### config.mk
export PLATFORM = sky130hd
export DESIGN_NAME = dhcp_client_rx_frame_filter
export DESIGN_NICKNAME = d
export VERILOG_FILES = /design/src/rtl/dcrf_pkg.sv /design/src/rtl/dcrf_csr.sv /design/src/rtl/dcrf_parse.sv /design/src/rtl/dcrf_judge.sv /design/src/rtl/dhcp_client_rx_frame_filter.sv
export SDC_FILE = /design/constraint.sdc
export NUM_CORES = 1
export LEC_CHECK = 0
export CAP_MARGIN = 30
export CORE_AREA = 2 2 178 180
export CTS_CLUSTER_SIZE = 24
export DETAILED_ROUTE_END_ITERATION = 6
export DIE_AREA = 0 0 180 182
export DONT_BUFFER_PORTS = 1
export GPL_ROUTABILITY_DRIVEN = 0
export PLACE_DENSITY = 0.8
export SLEW_MARGIN = 20
export SYNTH_ARGS = -nofsm -noshare
export SYNTH_HDL_FRONTEND = slang
export SYNTH_SLANG_ARGS = --single-unit
### constraint.sdc
create_clock -name clock -period 17.2 [get_ports clock]
set_input_delay 3.44 -clock clock [delete_from_list [all_inputs] [get_ports clock]]
set_output_delay 3.44 -clock clock [all_outputs]
set_load 0.1 [all_outputs]
### src/rtl/dcrf_pkg.sv
// ----------------------------------------------------------------------------
// DHCP client receive filter package
// Shared payload types, reason codes and register indexes.
// ----------------------------------------------------------------------------
package dcrf_pkg;

   localparam int unsigned PosWidth = 7;
   localparam int unsigned SumWidth = 21;

   localparam logic [PosWidth-1:0] PosMax          = 7'd127;
   localparam logic [PosWidth-1:0] PosEtherHi      = 7'd12;
   localparam logic [PosWidth-1:0] PosEtherLo      = 7'd13;
   localparam logic [PosWidth-1:0] PosIpStart      = 7'd14;
   localparam logic [PosWidth-1:0] PosProtocol     = 7'd23;
   localparam logic [PosWidth-1:0] PosChecksumHi   = 7'd24;
   localparam logic [PosWidth-1:0] PosChecksumLo   = 7'd25;
   localparam logic [PosWidth-1:0] PosSourceFirst  = 7'd26;
   localparam logic [PosWidth-1:0] PosSourceLast   = 7'd29;
   localparam logic [PosWidth-1:0] PosDestFirst    = 7'd30;
   localparam logic [PosWidth-1:0] PosDestLast     = 7'd33;
   localparam logic [PosWidth-1:0] PosPortHi       = 7'd36;
   localparam logic [PosWidth-1:0] PosPortLo       = 7'd37;
   localparam logic [PosWidth-1:0] PosLengthHi     = 7'd38;
   localparam logic [PosWidth-1:0] PosLengthLo     = 7'd39;
   localparam logic [PosWidth-1:0] NeedEther       = 7'd14;
   localparam logic [PosWidth-1:0] NeedPort        = 7'd38;
   localparam logic [PosWidth-1:0] NeedLength      = 7'd40;

   localparam logic [15:0] EthertypeIpv4 = 16'h0800;
   localparam logic [7:0]  ProtoUdp      = 8'h11;
   localparam logic [31:0] AllOnesAddr   = 32'hffff_ffff;
   localparam logic [3:0]  MinHeaderWords = 4'd5;

   localparam logic [31:0] ServerIpReset     = 32'd0;
   localparam logic [31:0] OwnIpReset        = 32'd0;
   localparam logic [15:0] ClientPortReset   = 16'd68;
   localparam logic [15:0] MinUdpLengthReset = 16'd236;

   typedef enum logic [1:0] {
      CSR_SERVER_IP      = 2'd0,
      CSR_OWN_IP         = 2'd1,
      CSR_CLIENT_PORT    = 2'd2,
      CSR_MIN_UDP_LENGTH = 2'd3
   } csr_index_type;

   typedef enum logic [3:0] {
      REASON_OK        = 4'd0,
      REASON_NOT_IPV4  = 4'd1,
      REASON_CHECKSUM  = 4'd2,
      REASON_NOT_UDP   = 4'd3,
      REASON_SOURCE    = 4'd4,
      REASON_DEST      = 4'd5,
      REASON_PORT      = 4'd6,
      REASON_SHORT     = 4'd7,
      REASON_TRUNCATED = 4'd8
   } reason_type;

   typedef struct packed {
      logic [7:0] frame_byte;
      logic       last_byte;
   } req_type;

   typedef struct packed {
      logic        accept;
      logic [3:0]  reason;
      logic [15:0] udp_length;
   } rsp_type;

   typedef struct packed {
      logic [31:0] server_ip;
      logic [31:0] own_ip;
      logic [15:0] client_port;
      logic [15:0] min_udp_length;
   } cfg_type;

   typedef struct packed {
      logic [PosWidth-1:0] byte_position;
      logic [SumWidth-1:0] sum_accumulator;
      logic [7:0]          high_byte_hold;
      logic [15:0]         ether_type;
      logic [3:0]          header_words;
      logic [15:0]         header_checksum;
      logic [7:0]          protocol_number;
      logic [31:0]         source_address;
      logic [31:0]         target_address;
      logic [15:0]         target_port;
      logic [15:0]         udp_length_field;
   } frame_type;

endpackage

### src/rtl/dcrf_csr.sv
// ----------------------------------------------------------------------------
// DHCP client receive filter registers
// Holds the filter settings written through the register port.
// ----------------------------------------------------------------------------
module dcrf_csr import dcrf_pkg::*; (
   input  logic          clock,
   input  logic          reset,
   input  logic          csr_valid,
   input  csr_index_type csr_index,
   input  logic [31:0]   csr_wdata,
   output cfg_type       cfg
);

   cfg_type cfg_ff;

   always_ff @(posedge clock) begin
      if (reset) begin
         cfg_ff.server_ip      <= ServerIpReset;
         cfg_ff.own_ip         <= OwnIpReset;
         cfg_ff.client_port    <= ClientPortReset;
         cfg_ff.min_udp_length <= MinUdpLengthReset;
      end else if (csr_valid) begin
         unique case (csr_index)
            CSR_SERVER_IP:      cfg_ff.server_ip      <= csr_wdata;
            CSR_OWN_IP:         cfg_ff.own_ip         <= csr_wdata;
            CSR_CLIENT_PORT:    cfg_ff.client_port    <= csr_wdata[15:0];
            CSR_MIN_UDP_LENGTH: cfg_ff.min_udp_length <= csr_wdata[15:0];
            default: ;
         endcase
      end
   end

   assign cfg = cfg_ff;

endmodule

### src/rtl/dcrf_parse.sv
// ----------------------------------------------------------------------------
// DHCP client receive filter header capture
// Tracks the byte position, captures header fields and sums the IPv4 header.
// ----------------------------------------------------------------------------
module dcrf_parse import dcrf_pkg::*; (
   input  logic      clock,
   input  logic      reset,
   input  logic      take,
   input  req_type   item,
   output frame_type view
);

   frame_type frame_ff;
   frame_type frame_in;

   logic [PosWidth-1:0] pos;
   logic [7:0]          b;
   logic [PosWidth-1:0] header_end;
   logic                in_header;

   always_comb begin
      pos      = frame_ff.byte_position;
      b        = item.frame_byte;
      frame_in = frame_ff;
      if (pos != PosMax) begin
         if (pos == PosEtherHi || pos == PosEtherLo) begin
            frame_in.ether_type = {frame_ff.ether_type[7:0], b};
         end
         if (pos == PosIpStart) begin
            frame_in.header_words = b[3:0];
         end
         if (pos == PosProtocol) begin
            frame_in.protocol_number = b;
         end
         if (pos == PosChecksumHi || pos == PosChecksumLo) begin
            frame_in.header_checksum = {frame_ff.header_checksum[7:0], b};
         end
         if (pos >= PosSourceFirst && pos <= PosSourceLast) begin
            frame_in.source_address = {frame_ff.source_address[23:0], b};
         end
         if (pos >= PosDestFirst && pos <= PosDestLast) begin
            frame_in.target_address = {frame_ff.target_address[23:0], b};
         end
         if (pos == PosPortHi || pos == PosPortLo) begin
            frame_in.target_port = {frame_ff.target_port[7:0], b};
         end
         if (pos == PosLengthHi || pos == PosLengthLo) begin
            frame_in.udp_length_field = {frame_ff.udp_length_field[7:0], b};
         end
      end
      header_end = PosIpStart + {1'b0, frame_in.header_words, 2'b00};
      in_header  = (pos != PosMax) && (pos >= PosIpStart) && (pos < header_end) &&
                   (pos != PosChecksumHi) && (pos != PosChecksumLo);
      if (in_header) begin
         if (!pos[0]) begin
            frame_in.high_byte_hold = b;
         end else begin
            frame_in.sum_accumulator = frame_ff.sum_accumulator +
                                       {5'd0, frame_ff.high_byte_hold, b};
         end
      end
      frame_in.byte_position = (pos != PosMax) ? pos + 7'd1 : PosMax;
   end

   always_ff @(posedge clock) begin
      if (reset) begin
         frame_ff <= '0;
      end else if (take) begin
         if (item.last_byte) begin
            frame_ff <= '0;
         end else begin
            frame_ff <= frame_in;
         end
      end
   end

   assign view = frame_in;

endmodule

### src/rtl/dcrf_judge.sv
// ----------------------------------------------------------------------------
// DHCP client receive filter judgment
// Runs the ordered frame checks and forms the result of a finished frame.
// ----------------------------------------------------------------------------
module dcrf_judge import dcrf_pkg::*; (
   input  cfg_type   cfg,
   input  frame_type view,
   output rsp_type   result
);

   logic [16:0]         fold1;
   logic [16:0]         fold2;
   logic [15:0]         checksum;
   logic [PosWidth-1:0] n;
   logic [PosWidth-1:0] header_end;
   reason_type          reason;

   always_comb begin
      n          = view.byte_position;
      header_end = PosIpStart + {1'b0, view.header_words, 2'b00};
      fold1      = {12'd0, view.sum_accumulator[20:16]} + {1'b0, view.sum_accumulator[15:0]};
      fold2      = {1'b0, fold1[15:0]} + {16'd0, fold1[16]};
      checksum   = ~fold2[15:0];
      priority if (n < NeedEther) begin
         reason = REASON_TRUNCATED;
      end else if (view.ether_type != EthertypeIpv4) begin
         reason = REASON_NOT_IPV4;
      end else if (view.header_words < MinHeaderWords || n < header_end) begin
         reason = REASON_TRUNCATED;
      end else if (checksum != view.header_checksum) begin
         reason = REASON_CHECKSUM;
      end else if (view.protocol_number != ProtoUdp) begin
         reason = REASON_NOT_UDP;
      end else if (cfg.server_ip != '0 && cfg.server_ip != view.source_address) begin
         reason = REASON_SOURCE;
      end else if (cfg.own_ip != '0 && cfg.own_ip != view.target_address &&
                   view.target_address != AllOnesAddr) begin
         reason = REASON_DEST;
      end else if (n < NeedPort) begin
         reason = REASON_TRUNCATED;
      end else if (view.target_port != cfg.client_port) begin
         reason = REASON_PORT;
      end else if (n < NeedLength) begin
         reason = REASON_TRUNCATED;
      end else if (view.udp_length_field < cfg.min_udp_length) begin
         reason = REASON_SHORT;
      end else begin
         reason = REASON_OK;
      end
      result.accept     = (reason == REASON_OK);
      result.reason     = reason;
      result.udp_length = (n >= NeedLength) ? view.udp_length_field : 16'd0;
   end

endmodule

### src/rtl/dhcp_client_rx_frame_filter.sv
// ----------------------------------------------------------------------------
// DHCP client receive filter
// Checks streamed Ethernet frames for IPv4/UDP traffic meant for a DHCP client.
// ----------------------------------------------------------------------------
// The frame enters on the req_ channel one byte per transfer, destination
// MAC first, with last_byte set on the final byte. For each frame the block
// returns exactly one transfer on the rsp_ channel: accept, a reason code
// and the UDP length field. Bytes other than the final one cause no result.
// The csr_ channel writes the server address, own address, client port and
// minimum UDP length; it is always ready and should be used between frames.
// Each byte is held in an input register and processed from there; the
// result is formed when the final byte leaves the input register and
// appears in the output register, which drives rsp_valid. One byte is
// taken every cycle, limited only by the result register: while a result
// waits on rsp_ready, bytes before the next final byte still flow, and a
// second final byte waits in the input register.
// Reset clears both registers, all captured header state and restores the
// register defaults (client port 68, minimum UDP length 236).
// ----------------------------------------------------------------------------
module dhcp_client_rx_frame_filter import dcrf_pkg::*; (
   input  logic          clock,
   input  logic          reset,
   input  logic          req_valid,
   output logic          req_ready,
   input  req_type       req_data,
   output logic          rsp_valid,
   input  logic          rsp_ready,
   output rsp_type       rsp_data,
   input  logic          csr_valid,
   output logic          csr_ready,
   input  csr_index_type csr_index,
   input  logic [31:0]   csr_wdata
);

   logic      in_valid_ff;
   req_type   in_data_ff;
   logic      rsp_valid_ff;
   rsp_type   rsp_data_ff;
   logic      advance;
   cfg_type   cfg;
   frame_type view;
   rsp_type   result;

   assign advance   = in_valid_ff && (!in_data_ff.last_byte || !rsp_valid_ff || rsp_ready);
   assign req_ready = !in_valid_ff || advance;
   assign csr_ready = 1'b1;

   always_ff @(posedge clock) begin
      if (reset) begin
         in_valid_ff <= 1'b0;
      end else if (req_valid && req_ready) begin
         in_valid_ff <= 1'b1;
      end else if (advance) begin
         in_valid_ff <= 1'b0;
      end
   end

   always_ff @(posedge clock) begin
      if (req_valid && req_ready) begin
         in_data_ff <= req_data;
      end
   end

   always_ff @(posedge clock) begin
      if (reset) begin
         rsp_valid_ff <= 1'b0;
      end else if (advance && in_data_ff.last_byte) begin
         rsp_valid_ff <= 1'b1;
      end else if (rsp_ready) begin
         rsp_valid_ff <= 1'b0;
      end
   end

   always_ff @(posedge clock) begin
      if (advance && in_data_ff.last_byte) begin
         rsp_data_ff <= result;
      end
   end

   assign rsp_valid = rsp_valid_ff;
   assign rsp_data  = rsp_data_ff;

   dcrf_csr u_csr (
      .clock     (clock),
      .reset     (reset),
      .csr_valid (csr_valid),
      .csr_index (csr_index),
      .csr_wdata (csr_wdata),
      .cfg       (cfg)
   );

   dcrf_parse u_parse (
      .clock (clock),
      .reset (reset),
      .take  (advance),
      .item  (in_data_ff),
      .view  (view)
   );

   dcrf_judge u_judge (
      .cfg    (cfg),
      .view   (view),
      .result (result)
   );

endmodule

# Yosys cells after proc, flatten, opt, wreduce, memory -nomap -nowiden
# Cells that the tools add are included.
# word_totals
reg_bits,304
in_bits,48
output_inout_bits,24
# classes
addsub,5
order_cmp,13
eq_ne,24
muxes,29
bitwise,1
reduce_logical,35
# op_table
cell,n
176-bit two-way mux,1
140-bit two-way mux,1
16-bit two-way mux,4
32-bit two-way mux,2
32-bit != test,2
32-bit nonzero test,2
4-bit two-way mux,11
16-bit != test,2
32-bit != test (second input constant),1
29-bit two-way mux,1
7-bit by 6-bit == test with 1-bit output (second input constant),4
21-bit by 16-bit adder with 21-bit output,1
7-bit by 4-bit == test with 1-bit output (second input constant),3
7-bit by 5-bit == test with 1-bit output (second input constant),3
21-bit two-way mux,1
5-bit by 16-bit adder with 17-bit output,1
16-bit by 1-bit adder with 16-bit output,1
16-bit less-than comparator,1
8-bit two-way mux,2
16-bit by 12-bit != test with 1-bit output (second input constant),1
16-bit inverter,1
7-bit by 5-bit greater-or-equal comparator with 1-bit output (second input constant),2
7-bit by 6-bit less-than comparator with 1-bit output (second input constant),2
7-bit less-than comparator,2
other kinds (25),55

# Longest topological paths before layout
# Gate-level depths: netlist of run 1.
# depth
ltp_word,19
depth_mapped,36
depth_no_buf,32

# Hierarchy
# Synthesis of run 1 repeated with hierarchy kept, for this count alone.
# hier_totals
cells_unflattened,1859
area_unflattened_um2,17445.5
# by_module_without_submodules
mod,n_inst,cells_per_inst,area_each_um2,seq_area_each_um2
dcrf_parse,1,1025,9361.5,3523.4
dcrf_csr,1,356,3877.5,1921.8
dcrf_judge,1,434,3190.6,0.0
dhcp_client_rx_frame_filter,1,44,1016.0,940.9

# Worst setup path before layout of run 1
# Ideal clock, no wire load.
# synth_path
path_kind,reg-to-reg
start,register u_parse.frame_ff (netlist bit u_parse.pos[6])
end,"register rsp_data_ff (netlist bit rsp_data[17]), data pin"
setup_ps,264
arrival_time_ps,7894
required_time_ps,16936
slack_ps,9042
stages_incl_launch_ff,34
path_buffers,4
period_less_slack_ps,8158
cell_sequence,dfxtp_1 > buf_2 > or4b_4 > nor3_4 > clkbuf_1 > o21ai_0 > o21ai_0 > ha_1 > a21oi_1 > o21ai_0 > o211a_4 > nor3_4 > buf_2 > clkbuf_1 > o211a_1 > xor2_1 > inv_1 > fa_1 > nor2b_1 > o21ai_0 > a21boi_0 > o2111ai_1 > nor4b_1 > nand4_1 > o22ai_1 > and3_1 > ha_1 > ha_1 > nand4_1 > a221o_1 > or4_1 > a221oi_1 > a31oi_1 > o41a_1
# synth_rtl
element,line_no,text
from (decl),dcrf_parse.sv:13,frame_type frame_ff;
from (signal assigned),dcrf_parse.sv:72,frame_ff <= frame_in;
to (signal assigned),dhcp_client_rx_frame_filter.sv:76,rsp_data_ff <= result;
to (decl),dhcp_client_rx_frame_filter.sv:38,rsp_type rsp_data_ff;

==> flow_summary_export.csv, run 1 <==
group,metric,value,unit
run_status,status,"finished clean",
sta,drv_slew,0,
drt,via_per_inst,6.37,
grt,grt_pass1_vias,14100,
layout,layout.nets,1993,
synthesis,yosysTopAreaCell,"dfxtp_1",
sta,period_needed,8.99,ns
place,placedInstanceArea,16700,µm²
pwr,p_per_area,85.5,nW/µm²
clocking,cts_tree,"done",
clocking,cts.sinks,304,
sta,clock_skew,0.0248,ns
run,cap_violations,0,
setup_path,worst_path_max_delay_cell,"or4b_4",
sta,fmax,0.111,GHz
clocking,cts.clk_slew.worst_paths,0.06,ns
sta,setup_violations,0,
drt,wl_per_cell,20.1,µm
layout,layout_commonest_cell,"dfxtp_1",
synthesis,synth_ff_type,"dfxtp_1",
clocking,post-cts-setup-buffers,0,
synthesis,yosys.cell_types.count,83,
layout,final_cell_mix,"274 x dfxtp_1, 242 x nand2_1, 235 x nor2_1",
place,io_buffers,0,
sta,hold_viol_final,0,
synthesis,synthTopCellsByArea,"dfxtp_1 33%, a22oi_1 7.4%, nand2_1 5.5%, edfxtp_1 5.5%, nor2_1 5.4%",
clocking,cts_hold_buf,0,
sta,fin_tns_setup,0,ns
setup_path,setup.worst_path.class,"register to register",
die,rows,65,
pwr,worst_ir_drop_vdd,0.0809,mV
setup_path,cp_top_family,"simple AND/OR/NAND/NOR gates",
synthesis,syn-cell-area,16400,µm²
drt,ant_nets,0,
drt,drt_first_pass_iters,7,
layout,final_cell_area,17800,µm²
die,fp.dieH,182,µm
setup_path,slowest_delay,0.57,ns
synthesis,seq_area_frac_synth,38.9,%
clocking,clock_latency,0.51,ns
setup_path,critPathBufInv,1,
synthesis,synthArstFlopShare,0,%
place,place_ws,8.49,ns
layout,area_delta_synth_final,8.50,%
drt,wirelength,46600,µm
grt,grt_pass1_wl,73800,µm
layout,drive_gt1_share,6.42,%
pwr,p_total,0.00152,W
synthesis,ys.warnings.count,0,
drt,vias,14800,
clocking,postCtsResizedCells,0,
synthesis,syn_nets,2046,
synthesis,ys_ff_latch,304,
worst_hold_path,hp-class,"register to register",
setup_path,start_kind,"register",
setup_path,worstPathRequired,17.45,ns
synthesis,synth_top_area_share,33.4,%
sta,setup_ws,8.21,ns
drt,drc,0,
grt,met3_usage,4.43,%
sta,max-slew-margin-rel,33.3,%
sta,layout_worst_path_cycle_share,52.3,%
die,ioPinCount,72,
clocking,cts.htree.levels,2,
pwr,static-leakage-power,6.30,nW
sta,tightestPinTransition,0.993,ns
place,dp_hpwl,31900,µm
die,die_area,32800,µm²
grt,grtUsageMet2,45.7,%
die,core_area,31000,µm²
grt,grt_busiest_layer,"met2",
die,die_w,180,µm
setup_path,worst_setup_path_end_kind,"register",
grt,grt_max_degree,275,
setup_path,cp.arrival,9.24,ns
synthesis,synth-edff-count,30,
grt,antenna_found_initial,0,
synthesis,synth_cells,1946,
grt,grt-ovfl-total,0,
drt,dr.first_iter.drc_count,1744,
setup_path,cp_max_fo,24,
sta,grt_setup_unrepaired,"no",
clocking,cts_root_buf,"clkbuf_16",
grt,met1_usage,34.9,%
layout,n_fill_cell,2641,
clocking,cts_buffers,34,
clocking,cts.path.max_buffers,3,
grt,track_usage,27.5,%
die,initial_utilization,53.0,%
synthesis,avgSynthCellArea,8.44,µm²
layout,antenna_cells,0,
final cells by class:
type | count | area, µm² | share of cell area, %
multi-input cells | 1487 | 9490 | 53.3
flip-flops and latches | 304 | 6390 | 35.8
clock buffers | 47 | 983 | 5.52
well taps | 402 | 503 | 2.82
repair buffers | 29 | 223 | 1.25
inverters | 37 | 139 | 0.779
clock inverters | 12 | 93.8 | 0.527
cell families after synthesis:
kind of cell    count (synthesis)  share of synthesized area [%]
compound gates                445                           18.2
buf+inv                       155                           3.67
flops                         304                           38.9
mux                           106                           6.64
fa+ha+maj                      52                           4.05
xor+xnor                      145                           7.82
other cells                     1                         0.0228
simple gates                  738                           20.7
final timing paths:
| kind | startpoint | end | slack [ns] | depth (start not counted) |
|---|---|---|---|---|
| min | u_csr.cfg[12] | u_csr.cfg[12] | 0.46 | 2 |
| max | u_parse.pos[3] | rsp_data[17] | 8.21 | 31 |
| min reg2reg | u_csr.cfg[12] | u_csr.cfg[12] | 0.46 | 2 |
| max reg2reg | u_parse.pos[3] | rsp_data[17] | 8.21 | 31 |
synth_stat cells, types with 3 or more instances:
master    count
o21bai_1      5
dfxtp_1     274
a21oi_1     126
xor2_1       43
buf_2         8
a31oi_1      11
buf_1         9
mux2i_1      86
or3_1         5
nand3_1      42
a311oi_1      3
nor2b_1      20
a221oi_1      4
nor2_1      237
mux2_2       19
a21o_1       17
nor3_1       37
or2_2         3
nand2_1     242
clkbuf_1     99
nand2b_1      7
o31ai_1       3
a22oi_1     162
edfxtp_1     30
and2_1       20
o41ai_1       3
o32ai_1       3
nor3b_1       3
and3_1       15
a32oi_1       4
xnor2_1     101
ha_1         50
nand4_1      35
nor4b_1       7
nor4_1       46
o21ai_0      42
inv_1        37
nand3b_1      3
o21ai_1      10
o21a_1        4
or4_1         3
a211o_1       7
a211oi_1     11
power breakdown:
group	internal (W)	leakage (nW)	switching, W
clock network	0.000416	0.538	0.000293
logic	0.0000248	3.23	0.0000520
registers	0.000725	2.53	0.0000138
total	0.00117	6.30	0.000358
state kept, by name (all words and copies together) (netlist names):
signal and flops:
in_data_ff 9, in_valid_ff 1, rsp_data 21, rsp_valid 1, u_csr.cfg 96, u_parse.frame_ff 169
u_parse.pos 7
metal layers:
layer  up-vias  share of wire (%)
li1       6884                  -
met1      7000                 41
met2       697                 47
met3       175                8.1
met4         0                4.4
met5         -                  0
metrics by stage:
step	cells	utilization, %	hold slack [ns]
CTS	2315	57.4	0.453
global placement	2252	53.8	0.442
global route	2318	57.5	0.483
floorplan	1946	-	0.436
detailed placement	2256	53.9	0.445
finish	2318	57.5	0.459
worst register-to-register path, delay by kind of cell (launching register included):
kind            cells  cell delay [ns]
compound gates     10             2.56
flops               1             0.56
xor+xnor            2             0.39
fa+ha+maj           4             1.08
buf+inv             1             0.07
simple gates       13             3.65
mux                 1             0.43
No activity file was read; power rests on OpenSTA's default activity.
==> inputs of run 2 (changes only) <==
Settings changed: PLACE_DENSITY 0.8 to 0.82.
Clock period 17.2 ns to 8.05 ns, I/O delays scaled along.
==> run 2 against run 1 <==
Net effect: sequential power rose by 110%; final area is 1.4% higher; fmax increased by 16%; final cell count increased by 0.78%; worst setup slack lost 7.9 ns; routed wire length rose by 1.8%; clock power up 120%; first-iteration DRC count up 28%; power grew 120%; sequential cell count did not move; sequential share of layout area fell by 0.48 points; critical endpoint unchanged.
==> flow_summary_export.csv, run 2 (same netlist as run 1, synthesis figures left out) <==
group,metric,value,unit
run_status,status,"finished clean",
clocking,cts_tree,"done",
sta,drv_slew,0,
clocking,cts.path.max_buffers,3,
sta,layout_worst_path_cycle_share,96.1,%
clocking,cts_hold_buf,0,
sta,max-slew-margin-rel,31.9,%
layout,multiInputGateArea,9570,µm²
setup_path,worstPathRequired,8.32,ns
layout,register_area,6390,µm²
drt,drc,0,
layout,drive_gt1_share,8.22,%
run,cap_violations,0,
place,dp_hpwl,32600,µm
clocking,cts.htree.levels,2,
drt,drt_first_pass_iters,7,
clocking,cts.clk_slew.worst_paths,0.06,ns
setup_path,worst_path_max_delay_cell,"or4b_4",
layout,top_register,"u_parse.frame_ff",
worst_hold_path,hp-class,"register to register",
worst_hold_path,hold_path_depth,2,
grt,met1_usage,36.4,%
clocking,cts_buffers,34,
clocking,cts.sinks,304,
setup_path,worst_setup_path_end_kind,"register",
sta,period_needed,7.73,ns
layout,layout_commonest_cell,"dfxtp_1",
setup_path,slowest_delay,0.58,ns
sta,clock_skew,0.0220,ns
pwr,p_total,0.00328,W
drt,dr.first_iter.drc_count,2239,
pwr,static-leakage-power,6.41,nW
layout,largest_register_ffs,169,
grt,grtUsageMet2,44.8,%
sta,tightestPinTransition,1.01,ns
setup_path,crit_path_start,"u_parse.pos[4]",
grt,grt_max_degree,275,
drt,via_per_inst,6.44,
setup_path,reg2reg_slack,0.32,ns
die,die_w,180,µm
grt,grt_busiest_layer,"met2",
drt,wl_per_cell,20.3,µm
layout,n_fill_cell,2648,
place,io_buffers,0,
grt,grt-ovfl-total,0,
place,placedInstanceArea,16800,µm²
die,rows,65,
sta,hold_viol_final,0,
drt,vias,15000,
pwr,p_per_area,182,nW/µm²
setup_path,cp.arrival,8.01,ns
setup_path,start_kind,"register",
die,fp.dieH,182,µm
layout,final_cell_area,18100,µm²
worst_hold_path,hp-start,"u_csr.cfg[10]",
layout,fin_util,58.3,%
grt,track_usage,27.9,%
layout,final_cell_mix,"273 x dfxtp_1, 242 x nand2_1, 232 x nor2_1",
setup_path,setup.worst_path.class,"register to register",
die,initial_utilization,53.0,%
layout,layout.nets,2011,
die,core_area,31000,µm²
setup_path,reg2reg_depth,31,
grt,antenna_found_initial,0,
clocking,clock_latency,0.53,ns
sta,setup_violations,0,
setup_path,cp_max_fo,22,
grt,grt_pass1_wl,75100,µm
clocking,cts_root_buf,"clkbuf_16",
die,die_area,32800,µm²
grt,grt_pass1_vias,14100,
sta,fmax,0.129,GHz
setup_path,rr_startpoint,"u_parse.pos[4]",
pwr,worst_ir_drop_vdd,0.171,mV
die,ioPinCount,72,
layout,antenna_cells,0,
layout,area_delta_synth_final,10.0,%
drt,ant_nets,0,
drt,wirelength,47400,µm
grt,met3_usage,5.13,%
## run 2: repair_timing
item / CTS / global route
setup buffers: 0 / 9
gates resized for setup: 0 / 15
setup endpoints to repair: 0 / 5
## run 2: per-stage QoR
| step | cells | hold slack, ns | worst slack [ns] | TNS, ns |
|---|---|---|---|---|
| floorplan | 1946 | 0.436 | 0.0876 | 0 |
| global placement | 2262 | 0.438 | 0.435 | 0 |
| detailed placement | 2264 | 0.447 | 0.139 | 0 |
| CTS | 2323 | 0.456 | 0.112 | 0 |
| global route | 2336 | 0.480 | -0.154 | -0.535 |
| finish | 2336 | 0.462 | 0.316 | 0 |
## run 2: layer usage
metal | part of all wire (%) | up-vias
met5 | 0 | -
met4 | 4.6 | 0
met3 | 8.9 | 173
met2 | 46 | 818
met1 | 41 | 7154
li1 | - | 6902
## run 2: final timing paths
check	end
hold / removal	u_csr.cfg[10]
setup reg to reg	rsp_data[17]
hold reg to reg	u_csr.cfg[10]
setup / recovery	rsp_data[17]
## run 2: where the power goes
group          internal (W)  switching (W)  leakage (nW)
Clock              0.000896       0.000642         0.549
Sequential          0.00155      0.0000298          2.53
Combinational     0.0000539       0.000114          3.34
Total               0.00250       0.000785          6.41
## run 2: layout make-up
type | instances | area share [%]
Multi-Input combinational cell | 1487 | 53.0
Sequential cell | 304 | 35.4
Clock buffer | 49 | 5.69
Tap cell | 402 | 2.78
Timing Repair Buffer | 47 | 1.99
Inverter | 37 | 0.769
Clock inverter | 10 | 0.450
## run 2: critical path: cells and delay by family (launching register included)
kind	cells	cell delay, ns
AOI/OAI and AO/OA	11	2.37
adders and majority gates	4	1.07
buffers and inverters	4	0.67
DFF	1	0.37
muxes	1	0.42
and+or+nand+nor	11	2.57
==> inputs of run 3 (changes only) <==
Clock period 8.05 ns to 6.4 ns, I/O delays scaled along.
==> run 3 against run 2 <==
Net effect: the run now ends with negative setup slack left; sequential cell count did not move; clock power rose by 31%; clock-buffer cell count shrank 3; fmax is 8.9% higher; power rose by 28%; sequential share of layout area is 2.0 points lower; global-route usage up 1.5 points; via count increased by 3.0%; hold slack got worse by 0.011 ns; register-to-register slack got worse by 1.0 ns; first-iteration DRC count shrank 18%; routed wire length is 5.6% higher; largest cell class unchanged; largest power group is now the clock network.
==> flow_summary_export.csv, run 3 (same netlist as run 1, synthesis figures left out) <==
group,metric,value,unit
pwr,p_total,0.00421,W
sta,clock_skew,0.0266,ns
clocking,clock_latency,0.54,ns
layout,fin_util,61.8,%
worst_hold_path,hp-start,"u_csr.cfg[15]",
drt,highest_layer,"met4",
sta,period_needed,7.10,ns
worst_hold_path,hp-class,"register to register",
layout,drive_gt1_share,14.5,%
layout,largest_register_ffs,169,
sta,fin_hold_ws,0.452,ns
die,initial_utilization,53.0,%
place,io_buffers,0,
die,core_area,31000,µm²
setup_path,cp_max_fo,5,
setup_path,rr_startpoint,"u_parse.pos[4]",
setup_path,slowest_delay,0.58,ns
place,dp_hpwl,34100,µm
drt,via_per_inst,6.35,
setup_path,setup.worst_path.class,"register to register",
drt,wl_met2,23100,µm
drt,drt_first_pass_iters,6,
die,ioPinCount,72,
drt,dr.first_iter.drc_count,1833,
drt,wl_met1,19700,µm
grt,antenna_found_initial,0,
clocking,cts.htree.levels,2,
drt,vias,15500,
drt,ant_nets,0,
clocking,cts_buffers,35,
sta,grt_setup_unrepaired,"yes",
sta,max-slew-margin-rel,35.8,%
sta,tightestPinTransition,0.961,ns
setup_path,start_kind,"register",
setup_path,reg2reg_slack,-0.70,ns
place,place_ws,-0.726,ns
layout,antenna_cells,0,
clocking,cts.path.max_buffers,3,
die,fp.dieH,182,µm
setup_path,worst_path_max_delay_cell,"or4b_4",
layout,final_cell_area,19200,µm²
clocking,cts.clk_slew.worst_paths,0.06,ns
grt,grt-ovfl-total,0,
sta,drv_slew,0,
setup_path,worstPathRequired,6.67,ns
sta,setup_ws,-0.700,ns
run,cap_violations,0,
run_status,violations,"negative setup slack",
sta,hold_viol_final,0,
clocking,cts_hold_buf,0,
grt,grt_max_degree,275,
die,die_w,180,µm
place,placedInstanceArea,17600,µm²
die,rows,65,
grt,grt_pass1_vias,14800,
layout,area_delta_synth_final,16.7,%
setup_path,worst_setup_path_end_kind,"register",
clocking,cts.sinks,304,
pwr,static-leakage-power,6.99,nW
clocking,cts_tree,"done",
layout,top_register,"u_parse.frame_ff",
clocking,cts_root_buf,"clkbuf_16",
setup_path,r2r_end,"rsp_data[17]",
setup_path,reg2reg_depth,32,
pwr,p_per_area,220,nW/µm²
die,die_area,32800,µm²
grt,track_usage,29.3,%
run_status,status,"complete, but fails checks",
worst_hold_path,hold_path_depth,2,
setup_path,cp.arrival,7.37,ns
sta,fmax,0.141,GHz
drt,wirelength,50100,µm
worst_hold_path,min_to,"u_csr.cfg[15]",
layout,final_cell_mix,"272 x dfxtp_1, 240 x nand2_1, 233 x nor2_1",
grt,grt_pass1_wl,78300,µm
drt,dr_wl_met3,4830,µm
drt,wl_per_cell,20.5,µm
pwr,worst_ir_drop_vdd,0.213,mV
sta,layout_worst_path_cycle_share,111,%
drt,drc,0,
sta,setup_violations,5,
layout,layout_commonest_cell,"dfxtp_1",
layout,layout.nets,2114,
## run 3: changes by cell type in the layout (fill, tap and decap cells not counted), moves of 3 or more
cell,change
clkinv_2,+4
o21ai_0,-4
o21ai_1,+3
ha_4,+5
clkbuf_8,-6
nor4b_1,-3
ha_1,-6
buf_4,+102
## run 3: power by group
part	internal, W	leakage [nW]	switching (W)
logic	0.0000723	3.88	0.000149
registers	0.00195	2.53	0.0000330
clock network	0.00116	0.574	0.000845
total	0.00318	6.99	0.00103
## run 3: worst max-delay path by stage
stage                     slack (ns)      startpoint      endpoint
after floorplan                -0.77  u_parse.pos[4]  rsp_data[17]
after global placement         -0.40  u_parse.pos[5]  rsp_data[17]
after detailed placement       -0.73  u_parse.pos[5]  rsp_data[17]
after CTS                      -0.47  u_parse.pos[5]  rsp_data[17]
after global routing           -0.96  u_parse.pos[4]  rsp_data[17]
final                          -0.70  u_parse.pos[4]  rsp_data[17]
## run 3: worst max-delay path: cells and delay by family, from the launching register on
family                   cells  cell delay (ns)
AO/OA/AOI/OAI               14             2.57
AND/OR/NAND/NOR              9             2.33
adder cells (fa/ha/maj)      4             0.92
buffers and inverters        4             0.51
flip-flops                   1             0.32
XOR/XNOR                     1             0.20
## run 3: per-layer routing
| metal | track usage [%] | vias to the layer above |
|---|---|---|
| li1 | - | 7109 |
| met1 | 36.9 | 7397 |
| met2 | 47.3 | 800 |
| met3 | 6.68 | 197 |
| met4 | 14.7 | 0 |
| met5 | 0 | - |
## run 3: layout make-up
class                      instances  area, µm²
fill                            2488      11800
multi-input combinational       1487       9840
sequential                       304       6390
timing repair buffer             149       1140
clock buffer                      46       1000
tap                              402        503
clock inverter                    16        151
inverter                          37        139
## run 3: through the flow
| step | TNS, ns | std cells |
|---|---|---|
| global route | -4.62 | 2441 |
| global placement | -1.54 | 2355 |
| CTS | -2.09 | 2432 |
| finish | -3.20 | 2441 |
| detailed placement | -3.41 | 2358 |
| floorplan | -3.31 | 1946 |
## run 3: repair_timing
item,4_1_cts,5_1_grt
endpoints found under the setup margin,5,5
buffers inserted,11,5
gates cloned,1,0
pin swaps,12,25
resized for setup,22,25
